### src/sv/rtwd_pkg.sv
package rtwd_pkg;

  localparam int TICK_W  = 6;
  localparam int ACC_W   = 11;
  localparam int DIV_W   = 16;
  localparam int CTRL_W  = 3;

  localparam logic [DIV_W-1:0]  DIV_RESET     = 16'hAB00;
  localparam int                CTRL_EN_BIT   = 2;
  localparam logic [7:0]        CTRL_RD_FILL  = 8'hF8;

  typedef enum logic [1:0] {
    CMD_TICK  = 2'd0,
    CMD_READ  = 2'd1,
    CMD_WRITE = 2'd2
  } cmd_e;

  typedef enum logic [1:0] {
    REG_DIV    = 2'd0,
    REG_CNT    = 2'd1,
    REG_RELOAD = 2'd2,
    REG_CTRL   = 2'd3
  } reg_sel_e;

  typedef enum logic [1:0] {
    ST_IDLE,
    ST_LOOP,
    ST_DONE
  } state_e;

  // Prescale period picked by the low control bits.
  function automatic logic [ACC_W-1:0] period_f(input logic [1:0] sel);
    logic [ACC_W-1:0] p;
    case (sel)
      2'd0:    p = 11'd1024;
      2'd1:    p = 11'd16;
      2'd2:    p = 11'd64;
      2'd3:    p = 11'd256;
      default: p = 11'd1024;
    endcase
    return p;
  endfunction

endpackage

### src/sv/reload_timer_with_divider_core.sv
// Prescaled timer with reload.
//
// Input channel (in_valid_i / in_stall_o) carries one command word: a tick of
// elapsed cycles, a register read or a register write. Every accepted word
// gives exactly one output word (out_valid_o / out_stall_i) with read_data_o
// (register byte on a read, zero otherwise) and timer_irq_o (counter wrapped
// at least once during a tick).
//
// Path: a read, a write, an unused command or a tick with the timer off goes
// from acceptance to the done state, then into the output register. An enabled
// tick first runs the loop state: one shared compare-and-subtract on the
// prescale accumulator retires one period per cycle until less than a period
// is left. The input is stalled from acceptance until the result has moved
// into the output register, so one word is in flight at a time.
//
// When the receiver stalls, the output word holds; a finished result waits in
// the core until the output register frees, and the input stays stalled.
// Reset sets the divider to 0xAB00, clears counter, reload, control and the
// accumulator, and empties the output register.
module reload_timer_with_divider_core
  import rtwd_pkg::*;
#(
  parameter int MAX_TICK_CYCLES = 32
) (
  input  logic        clk_i,
  input  logic        rst_ni,
  input  logic        in_valid_i,
  output logic        in_stall_o,
  input  logic [1:0]  command_i,
  input  logic [1:0]  reg_select_i,
  input  logic [7:0]  write_data_i,
  input  logic [5:0]  tick_cycles_i,
  output logic        out_valid_o,
  input  logic        out_stall_i,
  output logic [7:0]  read_data_o,
  output logic        timer_irq_o
);

  localparam int CYC_W = $clog2(MAX_TICK_CYCLES + 1);
  localparam int CMP_W = (CYC_W > TICK_W) ? CYC_W : TICK_W;
  localparam logic [CMP_W-1:0] MAX_EXT = CMP_W'(MAX_TICK_CYCLES);

  state_e state_q, state_d;

  logic [DIV_W-1:0]  div_q, div_d;
  logic [7:0]        cnt_q, cnt_d;
  logic [7:0]        reload_q, reload_d;
  logic [CTRL_W-1:0] ctrl_q, ctrl_d;
  logic [ACC_W-1:0]  acc_q, acc_d;
  logic [7:0]        rd_q, rd_d;
  logic              irq_q, irq_d;
  logic              out_valid_q, out_valid_d;
  logic [7:0]        out_data_q, out_data_d;
  logic              out_irq_q, out_irq_d;

  logic [CMP_W-1:0]  tick_ext;
  logic [CYC_W-1:0]  cyc;
  logic [ACC_W-1:0]  period;
  logic              accept;
  logic              out_free;

  assign tick_ext = CMP_W'(tick_cycles_i);
  assign cyc      = (tick_ext > MAX_EXT) ? CYC_W'(MAX_EXT) : CYC_W'(tick_ext);
  assign period   = period_f(ctrl_q[1:0]);
  assign accept   = in_valid_i && (state_q == ST_IDLE);
  assign out_free = !out_valid_q || !out_stall_i;

  assign in_stall_o  = (state_q != ST_IDLE);
  assign out_valid_o = out_valid_q;
  assign read_data_o = out_data_q;
  assign timer_irq_o = out_irq_q;

  always_ff @(posedge clk_i or negedge rst_ni) begin
    if (!rst_ni) begin
      state_q <= ST_IDLE;
    end else begin
      state_q <= state_d;
    end
  end

  always_comb begin
    state_d     = state_q;
    div_d       = div_q;
    cnt_d       = cnt_q;
    reload_d    = reload_q;
    ctrl_d      = ctrl_q;
    acc_d       = acc_q;
    rd_d        = rd_q;
    irq_d       = irq_q;
    out_valid_d = out_valid_q && out_stall_i;
    out_data_d  = out_data_q;
    out_irq_d   = out_irq_q;

    case (state_q)
      ST_IDLE: begin
        if (accept) begin
          rd_d    = '0;
          irq_d   = 1'b0;
          state_d = ST_DONE;
          case (cmd_e'(command_i))
            CMD_TICK: begin
              div_d = div_q + DIV_W'(cyc);
              if (ctrl_q[CTRL_EN_BIT]) begin
                acc_d   = acc_q + ACC_W'(cyc);
                state_d = ST_LOOP;
              end
            end
            CMD_READ: begin
              case (reg_sel_e'(reg_select_i))
                REG_DIV:    rd_d = div_q[DIV_W-1 -: 8];
                REG_CNT:    rd_d = cnt_q;
                REG_RELOAD: rd_d = reload_q;
                REG_CTRL:   rd_d = CTRL_RD_FILL | 8'(ctrl_q);
                default:    rd_d = '0;
              endcase
            end
            CMD_WRITE: begin
              case (reg_sel_e'(reg_select_i))
                REG_DIV:    div_d = '0;
                REG_CNT:    cnt_d = write_data_i;
                REG_RELOAD: reload_d = write_data_i;
                REG_CTRL:   ctrl_d = write_data_i[CTRL_W-1:0];
                default:    ctrl_d = ctrl_q;
              endcase
            end
            default: rd_d = '0;
          endcase
        end
      end

      // Retire one prescale period per cycle.
      ST_LOOP: begin
        if (acc_q >= period) begin
          acc_d = acc_q - period;
          if (cnt_q == 8'hFF) begin
            cnt_d = reload_q;
            irq_d = 1'b1;
          end else begin
            cnt_d = cnt_q + 8'd1;
          end
        end else begin
          state_d = ST_DONE;
        end
      end

      // Hold the result until the output register frees.
      ST_DONE: begin
        if (out_free) begin
          out_valid_d = 1'b1;
          out_data_d  = rd_q;
          out_irq_d   = irq_q;
          state_d     = ST_IDLE;
        end
      end

      default: state_d = ST_IDLE;
    endcase
  end

  always_ff @(posedge clk_i or negedge rst_ni) begin
    if (!rst_ni) begin
      div_q       <= DIV_RESET;
      cnt_q       <= '0;
      reload_q    <= '0;
      ctrl_q      <= '0;
      acc_q       <= '0;
      out_valid_q <= 1'b0;
    end else begin
      div_q       <= div_d;
      cnt_q       <= cnt_d;
      reload_q    <= reload_d;
      ctrl_q      <= ctrl_d;
      acc_q       <= acc_d;
      out_valid_q <= out_valid_d;
    end
  end

  always_ff @(posedge clk_i) begin
    rd_q       <= rd_d;
    irq_q      <= irq_d;
    out_data_q <= out_data_d;
    out_irq_q  <= out_irq_d;
  end

endmodule

### config.mk
export PLATFORM = sky130hd
export DESIGN_NAME = reload_timer_with_divider_core
export DESIGN_NICKNAME = d
export VERILOG_FILES = /design/src/sv/rtwd_pkg.sv /design/src/sv/reload_timer_with_divider_core.sv
export SDC_FILE = /design/constraint.sdc
export NUM_CORES = 1
export LEC_CHECK = 0
export BUFFER_PORTS_ARGS = -buffer_cell sky130_fd_sc_hd__buf_2
export CAP_MARGIN = 30
export CORE_MARGIN = 8
export CORE_UTILIZATION = 60
export DETAILED_ROUTE_END_ITERATION = 6
export HOLD_SLACK_MARGIN = 0.1
export PLACE_DENSITY = 0.92
export SLEW_MARGIN = 15
export SYNTH_ARGS = -nofsm -noshare
export SYNTH_HDL_FRONTEND = slang
export SYNTH_SLANG_ARGS = --single-unit
### constraint.sdc
create_clock -name clk_i -period 3.2 [get_ports clk_i]
set_input_delay 0.48 -clock clk_i [delete_from_list [all_inputs] [get_ports clk_i]]
set_output_delay 0.48 -clock clk_i [all_outputs]
set_load 0.05 [all_outputs]
==> results of run 1 <==
==> logic make-up after synthesis <==
logic type               Yosys count  share of synthesized area (%)
adder cells (fa/ha/maj)           18                           5.40
AO/OA/AOI/OAI                    106                           18.8
multiplexers                      24                           7.88
AND/OR/NAND/NOR                  142                           19.0
flip-flops                        67                           42.5
XOR/XNOR                          17                           3.57
buffers and inverters             25                           2.85
==> final cells by class <==
class | instances | area, um2
well taps | 80 | 100
clock buffers | 10 | 128
fillers | 498 | 2090
multi-input cells | 307 | 2280
clock inverters | 6 | 136
inverters | 12 | 45.0
flip-flops and latches | 67 | 1770
repair buffers | 37 | 198
==> synthesized netlist by cell type (all sizes together) (3+ instances only) <==
cell type	count
buf	9
dfrtp	44
inv	12
or4	3
o31ai	7
mux2i	4
nand3b	3
or3	5
and3	8
a21o	3
mux4	3
a31oi	6
a32o	4
nand3	13
clkbuf	4
ha	18
nand4	8
nor2b	7
nor3	8
o22ai	6
mux2	17
o21a	4
o211ai	4
or2	5
o21ai	22
a21oi	18
a211oi	6
nand4b	3
dfstp	5
nand2b	9
edfxtp	18
xnor2	11
nand2	27
xor2	6
nor2	32
and2	4
==> critical path: stages (launching register included) <==
cell	delay [ps]
dfrtp_1	420
nand2b_1	160
ha_1	230
o21ai_0	220
o21ai_0	190
o31ai_2	680
nand2_1	280
mux2_2	350
==> power breakdown <==
part	switching, W	internal [W]
Sequential	0.000300	0.00119
Combinational	0.000881	0.000619
Clock	0.000345	0.000599
Total	0.00153	0.00241
==> metal layers <==
layer,vias to the layer above,track usage (%)
li1,1592,-
met4,0,10.2
met1,1663,24.1
met3,45,5.10
met5,-,0
met2,203,34.5
==> sequential cells by signal, summed over array words and instances, names as in the netlist <==
register	flops
state_q	2
read_data_o	8
ctrl_q	3
irq_q	1
out_valid_o	1
div_q	16
acc_q	11
cnt_q	8
rd_q	8
reload_q	8
timer_irq_o	1
==> final timing paths <==
kind                            slack (ps)   startpoint              to
worst min register to register         420      rd_q[0]  read_data_o[0]
worst min-delay path                   220       rst_ni        acc_q[4]
max in group asynchronous             2200       rst_ni       div_q[15]
min in group clk_i                     370  out_stall_i     out_valid_o
worst max-delay path                   560    ctrl_q[0]        cnt_q[1]
worst max register to register         560    ctrl_q[0]        cnt_q[1]
==> per-stage QoR <==
step	power, W	setup slack (ps)
finish	0.00393	564
floorplan	0.00260	939
CTS	0.00392	603
global placement	0.00289	651
detailed placement	0.00296	575
global route	0.00415	429
==> flow_summary.json, run 1 <==
{
  "status": "completed",
  "first_iter_violations": 223,
  "cts_buffers": 9,
  "routed_wl_um": 9910,
  "synth_nets": 439,
  "area_growth_syn_to_layout_pct": 11.7,
  "rsz0062_at_grt": "false",
  "synth_ff_type": "dfrtp_1",
  "synth.distinct_cells": 74,
  "gr-total-overflow": 0,
  "tightest_slew_ps": 839,
  "synth_cells": 399,
  "antenna_found_initial": 0,
  "drtAntennaViolNets": 0,
  "hold_class": "input port to asynchronous set/reset pin",
  "htree_levels": 3,
  "rr_worst_depth": 7,
  "clockRootBuffer": "clkbuf_8",
  "yosysWarnings": 0,
  "synth.area.top_cells": "dfrtp_1 26%, edfxtp_1 13%, ha_1 5.4%",
  "met3WireLength_um": 761,
  "powerDensity_nw_per_um2": 844,
  "dp_hpwl_um": 7110,
  "placed_area_um2": 4400,
  "post-route-util_pct": 69.0,
  "dieHeight_um": 99.4,
  "relSlewSlack_pct": 44.1,
  "critPathArrivalTime_ps": 2870,
  "min_period_over_period_pct": 82.4,
  "die-area_um2": 9880,
  "viasPerCell": 6.75,
  "ir_worst_vdd_v": 0.000386,
  "p_leak_nw": 1.98,
  "pin_count": 33,
  "synth_largest_area_cell": "dfrtp_1",
  "drv_slew": 0,
  "startpoint_type": "flip-flop",
  "criticalPathCategory": "flip-flop to flip-flop",
  "cts_setup_buffers": 0,
  "drt-pass1-iter-count": 6,
  "final_cell_mix": "44 x dfrtp_1, 32 x nor2_1, 32 x buf_2, 26 x nand2_1, 21 x o21ai_0",
  "holdBufCountCts": 0,
  "clkTransAtPathRegs_ps": 70,
  "synthDominantCellAreaShare_pct": 26.4,
  "grt_pass1_vias": 3506,
  "cts_tree": "yes",
  "grt_max_degree": 38,
  "vias": 3503,
  "fin_tns_setup_ps": 0,
  "grt_pass1_wl_um": 16400,
  "clock_skew_ps": 11.6,
  "crit_fanout": 8,
  "max_clock_freq_mhz": 379,
  "core_um2": 6760,
  "drive_gt1_share_pct": 22.3,
  "setup_viol": 0,
  "critPathRequiredTime_ps": 3440,
  "clockBufferDepth": 2,
  "die_w_um": 99.4,
  "ys_ff_latch": 67,
  "ys_seq_area_share_pct": 42.5,
  "worst_hold_slack_ps": 222,
  "row_count": 30,
  "top_layer_used": "met4",
  "synth_area_um2": 4170,
  "antennaDiodeCount": 0,
  "finalCriticalPeriod_ps": 2640,
  "port_buffers": 32,
  "endpoint_kind": "flip-flop",
  "stdcell_area_um2": 4660,
  "synth_edf_count": 18,
  "track_usage_pct": 20.6,
  "clock_latency_ps": 360,
  "finalHoldViolations": 0,
  "placed_cells": 503,
  "drc_errors": 0,
  "fin_nets": 474,
  "layout.cells.non_filler": 519,
  "numClockSinks": 67,
  "initial_core_util_pct": 61.8,
  "cap_violations": 0,
  "wl_met2_um": 4920,
  "wl_per_cell_um": 19.1,
  "final_common_cell": "dfrtp_1",
  "cts.repair.resized": 0,
  "avgSynthCellArea_um2": 10.5,
  "met1Wirelength_um": 3890,
  "synthArstFlopShare_pct": 73.1,
  "place.gp.congestion": 0.924
}
(Power assumes the default switching activity.)
==> run 2, diff against run 1 <==
Clock period 3.2 ns to 2.45 ns, I/O delays scaled along.
==> flow_summary.json, run 2 (synthesis gave the netlist of run 1 again) <==
{
  "status": "completed",
  "viasPerCell": 6.54,
  "grt_max_degree": 50,
  "drc_errors": 0,
  "antenna_found_initial": 0,
  "r2r_start": "ctrl_q[0]",
  "fin_tns_setup_ps": 0,
  "relSlewSlack_pct": 54.4,
  "die_w_um": 99.4,
  "nFillCells": 502,
  "tightest_slew_ps": 681,
  "wl_per_cell_um": 18.8,
  "ir_worst_vdd_v": 0.000589,
  "reg_top3": "div_q x16, acc_q x11",
  "drv_slew": 0,
  "place_ws_ps": -58.0,
  "clock_skew_ps": 8.48,
  "drt-pass1-iter-count": 4,
  "dp_hpwl_um": 7320,
  "min_period_over_period_pct": 97.0,
  "cts_buffers": 9,
  "core_um2": 6760,
  "pin_count": 33,
  "dieHeight_um": 99.4,
  "final_common_cell": "dfrtp_1",
  "htree_levels": 3,
  "criticalPathCategory": "flip-flop to flip-flop",
  "placed_area_um2": 4470,
  "total_power_w": 0.00475,
  "regMostFlops": "div_q",
  "max_clock_freq_mhz": 421,
  "cap_violations": 0,
  "postLayoutSetupSlackWorst_ps": 74.0,
  "gr-total-overflow": 0,
  "endpoint_kind": "flip-flop",
  "rr_worst_depth": 7,
  "clock_latency_ps": 350,
  "track_usage_pct": 21.4,
  "critPathRequiredTime_ps": 2680,
  "setup_viol": 0,
  "hold_class": "input port to asynchronous set/reset pin",
  "area_growth_syn_to_layout_pct": 11.3,
  "finalHoldViolations": 0,
  "p_leak_nw": 1.99,
  "startpoint_type": "flip-flop",
  "critPathArrivalTime_ps": 2610,
  "initial_core_util_pct": 61.8,
  "first_iter_violations": 309,
  "powerDensity_nw_per_um2": 1020,
  "vias": 3468,
  "cts_tree": "yes",
  "multi_input_area_um2": 2290,
  "stdcell_area_um2": 4650,
  "clockBufferDepth": 2,
  "routed_wl_um": 9970,
  "ff2ff_setup_slack_ps": 70,
  "drive_gt1_share_pct": 24.4,
  "drtAntennaViolNets": 0,
  "grt_pass1_wl_um": 16700,
  "rsz0062_at_grt": "true",
  "clkTransAtPathRegs_ps": 70,
  "place.gp.congestion": 0.929,
  "fin_nets": 485,
  "r2r_end": "cnt_q[1]",
  "regArea_um2": 1770,
  "die-area_um2": 9880,
  "antennaDiodeCount": 0,
  "grt_pass1_vias": 3498,
  "clockRootBuffer": "clkbuf_8",
  "final_cell_mix": "44 x dfrtp_1, 32 x nor2_1, 32 x buf_2, 26 x nand2_1, 19 x o21ai_0",
  "numClockSinks": 67,
  "port_buffers": 32,
  "crit_fanout": 5,
  "finalCriticalPeriod_ps": 2380,
  "largest_register_ff_count": 16,
  "row_count": 30,
  "worst_hold_slack_ps": 121
}
run 2: what timing repair did:
action / CTS / global route
hold buffers: 0 / 0
setup endpoints to repair: 0 / 6
gates resized for setup: 0 / 4
setup buffers: 0 / 1
run 2: stage by stage:
| step | std cells | utilization (%) |
|---|---|---|
| final | 530 | 68.8 |
| after global routing | 530 | 68.8 |
| after CTS | 529 | 68.6 |
| after detailed placement | 513 | 66.2 |
| after global placement | 513 | 66.2 |
| after floorplan | 399 | - |
run 2: cell type report:
class | instances | area share (%)
multi-input combinational | 307 | 49.2
sequential | 67 | 38.2
tap | 80 | 2.15
timing repair buffer | 48 | 6.03
inverter | 12 | 0.969
clock inverter | 5 | 0.646
clock buffer | 11 | 2.83
run 2: how the worst max path moves through the flow:
| stage | startpoint | to | slack (ps) | cells after the start |
|---|---|---|---|---|
| floorplan | ctrl_q[0] | irq_q | 240 | 7 |
| global placement | tick_cycles_i[5] | acc_q[8] | 70 | 9 |
| detailed placement | tick_cycles_i[5] | acc_q[8] | -60 | 9 |
| CTS | ctrl_q[0] | irq_q | 30 | 7 |
| global route | ctrl_q[0] | cnt_q[1] | -20 | 7 |
| finish | ctrl_q[0] | cnt_q[1] | 70 | 7 |
run 2: metal layers:
layer,up-vias,wire [um],GRT usage (%)
met2,161,4970,35.3
li1,1616,-,-
met1,1655,3980,24.6
met5,-,0,0
met4,0,331,11.8
met3,36,683,6.01
run 2: power breakdown:
group | internal, W | switching [W]
Sequential | 0.00155 | 0.000373
Combinational | 0.000858 | 0.00118
Clock | 0.000362 | 0.000422
run 2: critical path, stage by stage (launching register included):
cell and delay, ps:
dfrtp_1 410, nor2b_1 150, ha_1 290, or4b_4 480, o31ai_4 210, o31ai_2 120, nand2_1 220, mux2_2 370
==> run 3, diff against run 2 <==
Settings changed: CORE_UTILIZATION 60 to 55, PLACE_DENSITY 0.92 to 0.89.
Clock period 2.45 ns to 1.9 ns, I/O delays scaled along.
==> flow_summary.json, run 3 (synthesis gave the netlist of run 1 again) <==
{
  "status": "finished with violations",
  "violations": "setup timing",
  "cts_tree": "yes",
  "powerDensity_nw_per_um2": 1370,
  "clockBufferDepth": 2,
  "worstHoldEndpoint": "reload_q[3]",
  "clock_latency_ps": 360,
  "relSlewSlack_pct": 60.2,
  "stdcell_area_um2": 5620,
  "area_growth_syn_to_layout_pct": 34.7,
  "ff2ff_setup_slack_ps": -510,
  "grt_pass1_vias": 4155,
  "r2r_start": "ctrl_q[0]",
  "clkTransAtPathRegs_ps": 80,
  "ir_worst_vdd_v": 0.000801,
  "dieHeight_um": 103,
  "criticalPathCategory": "flip-flop to flip-flop",
  "initial_core_util_pct": 57.2,
  "routed_wl_um": 13300,
  "die_w_um": 103,
  "postLayoutSetupSlackWorst_ps": -508,
  "finalCriticalPeriod_ps": 2410,
  "htree_levels": 3,
  "pin_count": 33,
  "regMostFlops": "div_q",
  "crit_fanout": 5,
  "crit_top_cell": "o31ai_4",
  "place.gp.congestion": 0.934,
  "reg_top3": "div_q x16, acc_q x11",
  "core_um2": 7290,
  "wl_per_cell_um": 21.6,
  "clockRootBuffer": "clkbuf_8",
  "critPathRequiredTime_ps": 2170,
  "path_cells": "nor2b_4, ha_4, or4b_4, o31ai_4, o31ai_4, buf_6, a22oi_2, xor2_1",
  "post-route-util_pct": 77.1,
  "antennaDiodeCount": 0,
  "cts_buffers": 9,
  "clock_skew_ps": 11.1,
  "finalHoldViolations": 0,
  "startpoint_type": "flip-flop",
  "final_cell_mix": "76 x buf_4, 44 x dfrtp_1, 32 x buf_2, 31 x nor2_1, 25 x nand2_1",
  "die-area_um2": 10600,
  "min_period_over_period_pct": 127,
  "antenna_found_initial": 0,
  "drv_slew": 0,
  "grt_pass1_wl_um": 21400,
  "cap_violations": 0,
  "vias": 4022,
  "hold_class": "input port to flip-flop",
  "row_count": 31,
  "largest_register_ff_count": 16,
  "worst_hold_slack_ps": 169,
  "first_iter_violations": 369,
  "final_common_cell": "buf_4",
  "drt-pass1-iter-count": 5,
  "gr-total-overflow": 0,
  "fin_nets": 552,
  "cpMaxStageDelayCell": "or4b_4",
  "hp-start": "write_data_i[3]",
  "drive_gt1_share_pct": 42.7,
  "drc_errors": 0,
  "viasPerCell": 6.53,
  "min_path_cells": 2,
  "grt_max_degree": 32,
  "critPathArrivalTime_ps": 2680,
  "rr_worst_depth": 8,
  "max_clock_freq_mhz": 415,
  "rsz0062_at_grt": "true",
  "max_stage_delay_ps": 470,
  "setup_viol": 24,
  "track_usage_pct": 26.2,
  "port_buffers": 32,
  "placed_area_um2": 4980,
  "numClockSinks": 67,
  "drtAntennaViolNets": 0,
  "p_leak_nw": 2.41,
  "r2r_end": "acc_q[7]",
  "dp_hpwl_um": 8100,
  "endpoint_kind": "flip-flop",
  "tightest_slew_ps": 596
}
-- run 3: changes by cell type in the layout (fill, tap and decap cells not counted), moves of 4 or more --
| cell | change |
|---|---|
| buf_6 | +4 |
| ha_1 | -8 |
| a21oi_2 | +5 |
| buf_4 | +60 |
| o21ai_0 | -6 |
| a211oi_1 | -4 |
| a211oi_2 | +4 |
| a21oi_1 | -7 |
| o21ai_2 | +4 |
| ha_4 | +8 |
-- run 3: what timing repair did --
item	4_1_cts	5_1_grt
setup buffers	8	3
resized for setup	37	30
pin swaps	11	21
endpoints found under the setup margin	27	29
hold buffers	1	0
hold endpoints to repair	15	0
-- run 3: area by class of cell --
class	instances	area [um2]
tap	99	124
sequential	67	1770
multi-input combinational	307	2640
timing repair buffer	115	826
clock buffer	9	124
clock inverter	7	83.8
inverter	12	50.0
fill	455	1670
-- run 3: through the flow --
step                setup WS (ps)  TNS, ps  power, W  std cells
finish                       -508    -7890   0.00770        616
global route                 -547    -8660   0.00805        616
CTS                          -363    -5260   0.00732        613
global placement             -342    -6990   0.00548        589
floorplan                    -278    -2990   0.00442        399
detailed placement           -468    -9580   0.00566        589
-- run 3: critical path, delay by kind of cell (launching register included) --
kind,cells,cell delay (ps)
buf+inv,1,170
compound gates,3,640
simple gates,2,630
fa+ha+maj,1,270
flops,1,430
xor+xnor,1,190
-- run 3: worst max-delay path by stage --
stage | to | from | depth (start not counted)
after floorplan | cnt_q[1] | ctrl_q[0] | 7
after global placement | cnt_q[2] | ctrl_q[0] | 8
after detailed placement | cnt_q[0] | ctrl_q[0] | 8
after CTS | cnt_q[3] | ctrl_q[0] | 7
after global routing | acc_q[7] | ctrl_q[0] | 8
final | acc_q[7] | ctrl_q[0] | 8
-- run 3: per-layer routing --
metal | track usage, % | up-vias | part of all wire, % | routed length, um
li1 | - | 1746 | - | -
met1 | 29.7 | 1986 | 38 | 5110
met2 | 44.8 | 240 | 49 | 6570
met3 | 6.08 | 50 | 8.6 | 1140
met4 | 14.1 | 0 | 3.7 | 491
met5 | 0 | - | 0 | 0
-- run 3: report_power, final --
part           internal [W]  switching (W)  total, W
Combinational       0.00184        0.00209   0.00393
Clock              0.000629       0.000659   0.00129
Sequential          0.00200       0.000490   0.00249
Total               0.00447        0.00323   0.00770
